===== config.mk =====
export PLATFORM = sky130hd
export DESIGN_NAME = hdma_vram_dma_controller_top
export DESIGN_NICKNAME = d
export VERILOG_FILES = /design/src/rtl/hdma_pkg.sv /design/src/rtl/hdma_core.sv /design/src/rtl/hdma_vram_dma_controller_top.sv
export SDC_FILE = /design/constraint.sdc
export NUM_CORES = 1
export LEC_CHECK = 0
export BUFFER_PORTS_ARGS = -buffer_cell sky130_fd_sc_hd__buf_2
export CAP_MARGIN = 15
export CORE_ASPECT_RATIO = 1.75
export CORE_MARGIN = 4
export CORE_UTILIZATION = 49
export DETAILED_ROUTE_END_ITERATION = 8
export HOLD_SLACK_MARGIN = 0.06
export PLACE_DENSITY_LB_ADDON = 0.1
export SLEW_MARGIN = 20
export SYNTH_ARGS = -nofsm -noshare
export SYNTH_HDL_FRONTEND = slang
export SYNTH_HIERARCHICAL = 1
export SYNTH_SLANG_ARGS = --single-unit

===== constraint.sdc =====
create_clock -name clk -period 3.3 [get_ports clk]
set_input_delay 0.825 -clock clk [delete_from_list [all_inputs] [get_ports clk]]
set_output_delay 0.825 -clock clk [all_outputs]
set_load 0.02 [all_outputs]

===== src/rtl/hdma_pkg.sv =====
// Shared types and constants for the VRAM DMA controller.
// Used by hdma_core and the top level; no dependencies.
package hdma_pkg;

    // Kind of beat on the input stream.
    typedef enum logic [1:0] {
        FUNC_READ  = 2'd0,
        FUNC_WRITE = 2'd1,
        FUNC_BLANK = 2'd2,
        FUNC_NONE  = 2'd3
    } func_t;

    // Register window addresses.
    localparam logic [15:0] ADDR_VBK   = 16'hFF4F;
    localparam logic [15:0] ADDR_SRC_H = 16'hFF51;
    localparam logic [15:0] ADDR_SRC_L = 16'hFF52;
    localparam logic [15:0] ADDR_DST_H = 16'hFF53;
    localparam logic [15:0] ADDR_DST_L = 16'hFF54;
    localparam logic [15:0] ADDR_CTRL  = 16'hFF55;

    // Size of one HBlank block in bytes.
    localparam logic [11:0] BLOCK_BYTES = 12'd16;

    // Packed widths of the stream payloads.
    localparam int IN_TDATA_W  = 24;
    localparam int IN_TUSER_W  = 2;
    localparam int OUT_TDATA_W = 64;
    localparam int OUT_USED_W  = 57;

    // One accepted input beat.
    typedef struct packed {
        func_t       func;
        logic [15:0] bus_address;
        logic [7:0]  write_data;
    } item_t;

    // One result beat.
    typedef struct packed {
        logic        busy_res;
        logic [2:0]  copy_bank;
        logic [11:0] copy_bytes;
        logic [15:0] copy_dest;
        logic [15:0] copy_source;
        logic        copy_valid;
        logic [7:0]  read_data;
    } result_t;

endpackage


===== src/rtl/hdma_core.sv =====
// Register file and command logic of the VRAM DMA controller.
// Computes one result per beat and updates the register state when enabled.
// Depends on hdma_pkg.
module hdma_core (
    input  logic             clk,
    input  logic             rst_n,
    input  logic             en,
    input  hdma_pkg::item_t  item,
    output hdma_pkg::result_t result
);

    // Address registers keep only the upper nibble of the low bytes,
    // since the low nibble is always zero.
    logic [7:0] src_high_reg, src_high_next;
    logic [3:0] src_low_reg,  src_low_next;
    logic [4:0] dst_high_reg, dst_high_next;
    logic [3:0] dst_low_reg,  dst_low_next;
    logic [6:0] blocks_reg,   blocks_next;
    logic       running_reg,  running_next;
    logic       hblank_reg,   hblank_next;
    logic [2:0] bank_reg,     bank_next;

    logic [11:0] src_blk;
    logic [11:0] src_blk_inc;
    logic [8:0]  dst_blk;
    logic [8:0]  dst_blk_inc;
    logic [15:0] cur_src;
    logic [15:0] cur_dst;
    logic        active;

    // Current addresses and their 16-byte increments with wrap.
    assign src_blk     = {src_high_reg, src_low_reg};
    assign src_blk_inc = src_blk + 12'd1;
    assign dst_blk     = {dst_high_reg, dst_low_reg};
    assign dst_blk_inc = dst_blk + 9'd1;
    assign cur_src     = {src_blk, 4'b0000};
    assign cur_dst     = {3'b100, dst_blk, 4'b0000};
    assign active      = running_reg && hblank_reg;

    // Next state and result for the beat in the input register.
    always_comb
    begin
        src_high_next = src_high_reg;
        src_low_next  = src_low_reg;
        dst_high_next = dst_high_reg;
        dst_low_next  = dst_low_reg;
        blocks_next   = blocks_reg;
        running_next  = running_reg;
        hblank_next   = hblank_reg;
        bank_next     = bank_reg;
        result        = '0;

        case (item.func)
            hdma_pkg::FUNC_READ:
            begin
                case (item.bus_address)
                    hdma_pkg::ADDR_SRC_H: result.read_data = src_high_reg;
                    hdma_pkg::ADDR_SRC_L: result.read_data = {src_low_reg, 4'b0000};
                    hdma_pkg::ADDR_DST_H: result.read_data = {3'b000, dst_high_reg};
                    hdma_pkg::ADDR_DST_L: result.read_data = {dst_low_reg, 4'b0000};
                    hdma_pkg::ADDR_CTRL:  result.read_data = {~running_reg, blocks_reg};
                    default:              result.read_data = 8'd0;
                endcase
            end
            hdma_pkg::FUNC_WRITE:
            begin
                case (item.bus_address)
                    hdma_pkg::ADDR_VBK:   bank_next     = item.write_data[2:0];
                    hdma_pkg::ADDR_SRC_H: src_high_next = item.write_data;
                    hdma_pkg::ADDR_SRC_L: src_low_next  = item.write_data[7:4];
                    hdma_pkg::ADDR_DST_H: dst_high_next = item.write_data[4:0];
                    hdma_pkg::ADDR_DST_L: dst_low_next  = item.write_data[7:4];
                    hdma_pkg::ADDR_CTRL:
                    begin
                        if (!item.write_data[7] && active)
                        begin
                            // Cancel of a running HBlank transfer.
                            running_next = 1'b0;
                        end
                        else
                        begin
                            blocks_next = item.write_data[6:0];
                            hblank_next = item.write_data[7];
                            if (!item.write_data[7])
                            begin
                                // General mode: the whole copy in one command.
                                result.copy_valid  = 1'b1;
                                result.copy_source = cur_src;
                                result.copy_dest   = cur_dst;
                                result.copy_bytes  =
                                    {({1'b0, item.write_data[6:0]} + 8'd1), 4'b0000};
                                result.copy_bank   = bank_reg;
                                running_next       = 1'b0;
                            end
                            else
                            begin
                                running_next = 1'b1;
                            end
                        end
                    end
                    default: ;
                endcase
            end
            hdma_pkg::FUNC_BLANK:
            begin
                if (active)
                begin
                    result.copy_valid  = 1'b1;
                    result.copy_source = cur_src;
                    result.copy_dest   = cur_dst;
                    result.copy_bytes  = hdma_pkg::BLOCK_BYTES;
                    result.copy_bank   = bank_reg;
                    {src_high_next, src_low_next} = src_blk_inc;
                    {dst_high_next, dst_low_next} = dst_blk_inc;
                    if (blocks_reg == 7'd0)
                        running_next = 1'b0;
                    else
                        blocks_next = blocks_reg - 7'd1;
                end
            end
            default: ;
        endcase

        result.busy_res = running_next;
    end

    // State registers.
    always_ff @(posedge clk or negedge rst_n)
    begin
        if (!rst_n)
        begin
            src_high_reg <= '0;
            src_low_reg  <= '0;
            dst_high_reg <= '0;
            dst_low_reg  <= '0;
            blocks_reg   <= '0;
            running_reg  <= 1'b0;
            hblank_reg   <= 1'b0;
            bank_reg     <= '0;
        end
        else if (en)
        begin
            src_high_reg <= src_high_next;
            src_low_reg  <= src_low_next;
            dst_high_reg <= dst_high_next;
            dst_low_reg  <= dst_low_next;
            blocks_reg   <= blocks_next;
            running_reg  <= running_next;
            hblank_reg   <= hblank_next;
            bank_reg     <= bank_next;
        end
    end

endmodule


===== src/rtl/hdma_vram_dma_controller_top.sv =====
// VRAM DMA controller: an accepted input beat passes through the input register, then
// the result register, to its result beat on the master side.
// Throughput is one beat per cycle unless m_tready stalls the result register; the register
// update sits between the two registers, so each beat sees the state left by the one before it.
// Reset (rst_n low, asynchronous) clears both valid flags and the core state registers, empties both stages
// and leaves the controller idle with no transfer running.
module hdma_vram_dma_controller_top (
    input  logic        clk,
    input  logic        rst_n,
    input  logic        s_tvalid,
    output logic        s_tready,
    input  logic [hdma_pkg::IN_TDATA_W-1:0]  s_tdata,  // bus_address[15:0], write_data[23:16]
    input  logic [hdma_pkg::IN_TUSER_W-1:0]  s_tuser,  // func[1:0]
    output logic        m_tvalid,
    input  logic        m_tready,
    output logic [hdma_pkg::OUT_TDATA_W-1:0] m_tdata   // read_data[7:0], copy_valid[8],
                                                       // copy_source[24:9], copy_dest[40:25],
                                                       // copy_bytes[52:41], copy_bank[55:53],
                                                       // busy_res[56], zeros[63:57]
);

    logic              in_valid_reg;
    hdma_pkg::item_t   in_item_reg;
    logic              out_valid_reg;
    hdma_pkg::result_t out_res_reg;
    hdma_pkg::result_t res;
    logic              advance;

    // The input beat moves on when the result register is free or draining.
    assign advance  = in_valid_reg && (!out_valid_reg || m_tready);
    assign s_tready = !in_valid_reg || advance;

    // Input register.
    always_ff @(posedge clk or negedge rst_n)
    begin
        if (!rst_n)
            in_valid_reg <= 1'b0;
        else if (s_tready)
            in_valid_reg <= s_tvalid;
    end

    always_ff @(posedge clk)
    begin
        if (s_tready && s_tvalid)
        begin
            in_item_reg.func        <= hdma_pkg::func_t'(s_tuser);
            in_item_reg.bus_address <= s_tdata[15:0];
            in_item_reg.write_data  <= s_tdata[23:16];
        end
    end

    // Register file and command logic.
    hdma_core u_core (
        .clk    (clk),
        .rst_n  (rst_n),
        .en     (advance),
        .item   (in_item_reg),
        .result (res)
    );

    // Result register.
    always_ff @(posedge clk or negedge rst_n)
    begin
        if (!rst_n)
            out_valid_reg <= 1'b0;
        else if (advance)
            out_valid_reg <= 1'b1;
        else if (m_tready)
            out_valid_reg <= 1'b0;
    end

    always_ff @(posedge clk)
    begin
        if (advance)
            out_res_reg <= res;
    end

    assign m_tvalid = out_valid_reg;
    assign m_tdata  = {{(hdma_pkg::OUT_TDATA_W - hdma_pkg::OUT_USED_W){1'b0}}, out_res_reg};

endmodule


==> out/results.ini <==
[clocking]
cts_buffers = 17
ctsHoldBuffers = 0
cts.clk_slew.worst_paths_ps = 60
insertion_delay_ps = 410
cts_tree = yes
cts-root-buf = clkbuf_16
postCtsSetupBuffers = 0
post_cts_resized = 0
htreeDepth = 4
clk_path_buf_depth = 2
clock_sinks = 118

[floorplan]
initial_core_util = 0.497
dieArea_um2 = 13600
io_pins = 96
die_h_um = 151
placementRows = 52
die_w_um = 89.7
core_area_um2 = 11500

[min_path]
min_path_type = reg2reg

[global_routing]
grt_overflow = 0
grt_pass1_wl_um = 22500
grt_usage = 0.220
grt_max_degree = 48
antenna_found_initial = 0
grt_pass1_vias = 4298

[synthesis]
syn_inst = 500
synthArstFlopShare = 0.297
synth-warning-count = 6
yosysTopAreaCell = edfxtp_1
synth_top_area_share = 0.435
synth_area_leaders = edfxtp_1 (44%), dfrtp_1 (15%), buf_4 (3.0%)
synth-edff-count = 83
netlist_area_um2 = 5730
ys.flop_type = edfxtp_1
yosys_register_bits = 118
synth_area_per_cell_um2 = 11.5
ys_top_cells_by_count = edfxtp_1 (83), dfrtp_1 (35), nand2_1 (34), nor2_1 (34), and2_1 (27)
ys_types = 66
ys_seq_area_frac = 0.588
yosysMostFrequentCell = edfxtp_1

[placed_design]
dp_slack_ps = 429
globalplace.congestion = 0.963
place_hpwl_um = 10900
dp.cells = 704
port_buffers = 88

[timing]
drv_slew = 0
skew_ps = 8.44
fin_hold_ws_ps = 492
min_period_over_period = 0.815
rsz0062_at_grt = no
max_clock_freq_ghz = 0.372
worst_pin_slew_ps = 882
hold_viol_final = 0
finalSetupViolCount = 0
setup_ws_ps = 610
fin_crit_ps = 2690
maxSlewHeadroom = 0.412
tns_ps = 0

[finish]
antenna_cells = 0
drive_gt1_frac = 0.241
multi_input_area_um2 = 2090
nets = 626
area_delta_synth_final_pct = 18.3
largest_register_ffs = 57
fillers = 970
final_cells = 736
regArea_um2 = 3370

[route]
wl_um = 14600
wl_per_cell_um = 19.8
routed_via_density = 5.89
dr.pass1.iters = 5
postRouteAntennaNets = 0
drc = 0
vias = 4333
initialDrtViolationCount = 248

[power_and_ir_drop]
powerDensity_nw_per_um2 = 610
clkPwrFrac = 0.435
p_leak_nw = 2.72
p_sw_frac = 0.271
p_int_mw = 3.01
switching_power_mw = 1.12
power_frac_seq = 0.453
ir_worst_vdd_uv = 433
power_mw = 4.13
comb_power_share = 0.112

[setup_path]
worst-setup-path-type = reg2reg
crit_fanout = 12
crit_path_end_kind = flop
crit_required_ps = 3590
r2r_cells = 5
arrival_ps = 2980
timing.rr.end = u_core/dst_low_reg[0]$_DFFE_PN0P_
critPathLaunchType = flop
crit_end = u_core/dst_low_reg[0]$_DFFE_PN0P_
worst-r2r-setup-slack_ps = 610
r2r-start = in_item_reg[9]$_DFFE_PP_
crit_start = in_item_reg[9]$_DFFE_PP_

[status]
status = finished clean

[run]
maxCapViolCount = 0

-- metal layers --
layer,vias up,track usage,routed length [um]
met2,183,0.410,7880
met3,40,0.0413,702
met1,2089,0.228,5390
met4,0,0.133,633
met5,-,0,0
li1,2021,-,-
-- cells in the final DEF (no fill, tap or decap), types with 4 or more instances in the layout --
| cell type | synthesis | final |
|---|---|---|
| and3_1 | 7 | 7 |
| nand2b_1 | 4 | 4 |
| buf_2 | 4 | 88 |
| a31o_2 | 4 | 4 |
| nor4_1 | 9 | 9 |
| clkinv_4 | 0 | 4 |
| o21ai_0 | 21 | 21 |
| a21oi_1 | 17 | 17 |
| ha_1 | 8 | 8 |
| a211oi_1 | 6 | 6 |
| a222oi_1 | 4 | 4 |
| nor2_1 | 34 | 34 |
| a31oi_1 | 7 | 7 |
| inv_1 | 19 | 19 |
| a32o_1 | 4 | 4 |
| xnor2_1 | 4 | 4 |
| a221oi_1 | 5 | 5 |
| buf_4 | 23 | 6 |
| and2_1 | 27 | 26 |
| conb_1 | 2 | 21 |
| a22oi_1 | 6 | 6 |
| mux2_2 | 5 | 5 |
| nand2_1 | 34 | 34 |
| nand4_1 | 9 | 9 |
| clkbuf_16 | 0 | 17 |
| o22ai_1 | 8 | 8 |
| a22o_1 | 4 | 4 |
| nor3_1 | 16 | 16 |
| nand3_1 | 18 | 18 |
| or3_1 | 4 | 4 |
| edfxtp_1 | 83 | 83 |
| mux2i_1 | 4 | 4 |
| dfrtp_1 | 35 | 35 |
-- power groups by stage --
| stage | Sequential (mW) | Clock [mW] | Combinational (mW) |
|---|---|---|---|
| after global routing | 1.89 | 1.89 | 0.506 |
| after floorplan | 1.89 | 0 | 0.287 |
| final | 1.87 | 1.80 | 0.463 |
| after detailed placement | 1.90 | 0 | 0.461 |
| after global placement | 1.90 | 0 | 0.455 |
| after CTS | 1.87 | 1.83 | 0.463 |
-- how the worst min path moves through the flow --
stage                     slack [ps]  cells after the start                        endpoint                      startpoint
final                            490                      2  u_core/bank_reg[2]$_DFFE_PN0P_  u_core/bank_reg[2]$_DFFE_PN0P_
after global routing             510                      2  u_core/bank_reg[2]$_DFFE_PN0P_  u_core/bank_reg[2]$_DFFE_PN0P_
after CTS                        490                      2  u_core/bank_reg[2]$_DFFE_PN0P_  u_core/bank_reg[2]$_DFFE_PN0P_
after detailed placement         480                      2  u_core/bank_reg[2]$_DFFE_PN0P_  u_core/bank_reg[2]$_DFFE_PN0P_
after global placement           460                      2  u_core/bank_reg[2]$_DFFE_PN0P_  u_core/bank_reg[2]$_DFFE_PN0P_
after floorplan                  440                      2  u_core/bank_reg[2]$_DFFE_PN0P_  u_core/bank_reg[2]$_DFFE_PN0P_
-- cell type report --
class,count,share of cell area
Sequential cell,118,0.497
Multi-Input combinational cell,337,0.309
Timing Repair Buffer,94,0.0717
Clock buffer,18,0.0634
Tap cell,135,0.0249
Clock inverter,14,0.0225
Inverter,20,0.0111
-- per-stage QoR --
| stage | cell area (um^2) | utilization |
|---|---|---|
| 2_1_floorplan | 5800 | - |
| 3_3_place_gp | 6190 | 0.538 |
| 3_5_place_dp | 6190 | 0.538 |
| 4_1_cts | 6770 | 0.588 |
| 5_1_grt | 6770 | 0.588 |
| 6_report | 6770 | 0.588 |
-- critical path: stages (launching register included) --
cell,delay (ps)
edfxtp_1,600
nand4bb_1,420
or4_4,650
o21ai_1,310
and2_1,250
mux2_2,340
-- cell families (layout without fill, tap and decap cells) --
logic type | count (synthesis) | after routing | share of synthesized area
flip-flops | 118 | 118 | 0.588
AND/OR/NAND/NOR | 185 | 185 | 0.176
XOR/XNOR | 5 | 5 | 0.00764
multiplexers | 9 | 9 | 0.0168
buffers and inverters | 64 | 146 | 0.0592
adder cells (fa/ha/maj) | 8 | 8 | 0.0175
other | 2 | 21 | 0.00131
AO/OA/AOI/OAI | 109 | 109 | 0.133
Power figures use the tool's default switching activity.
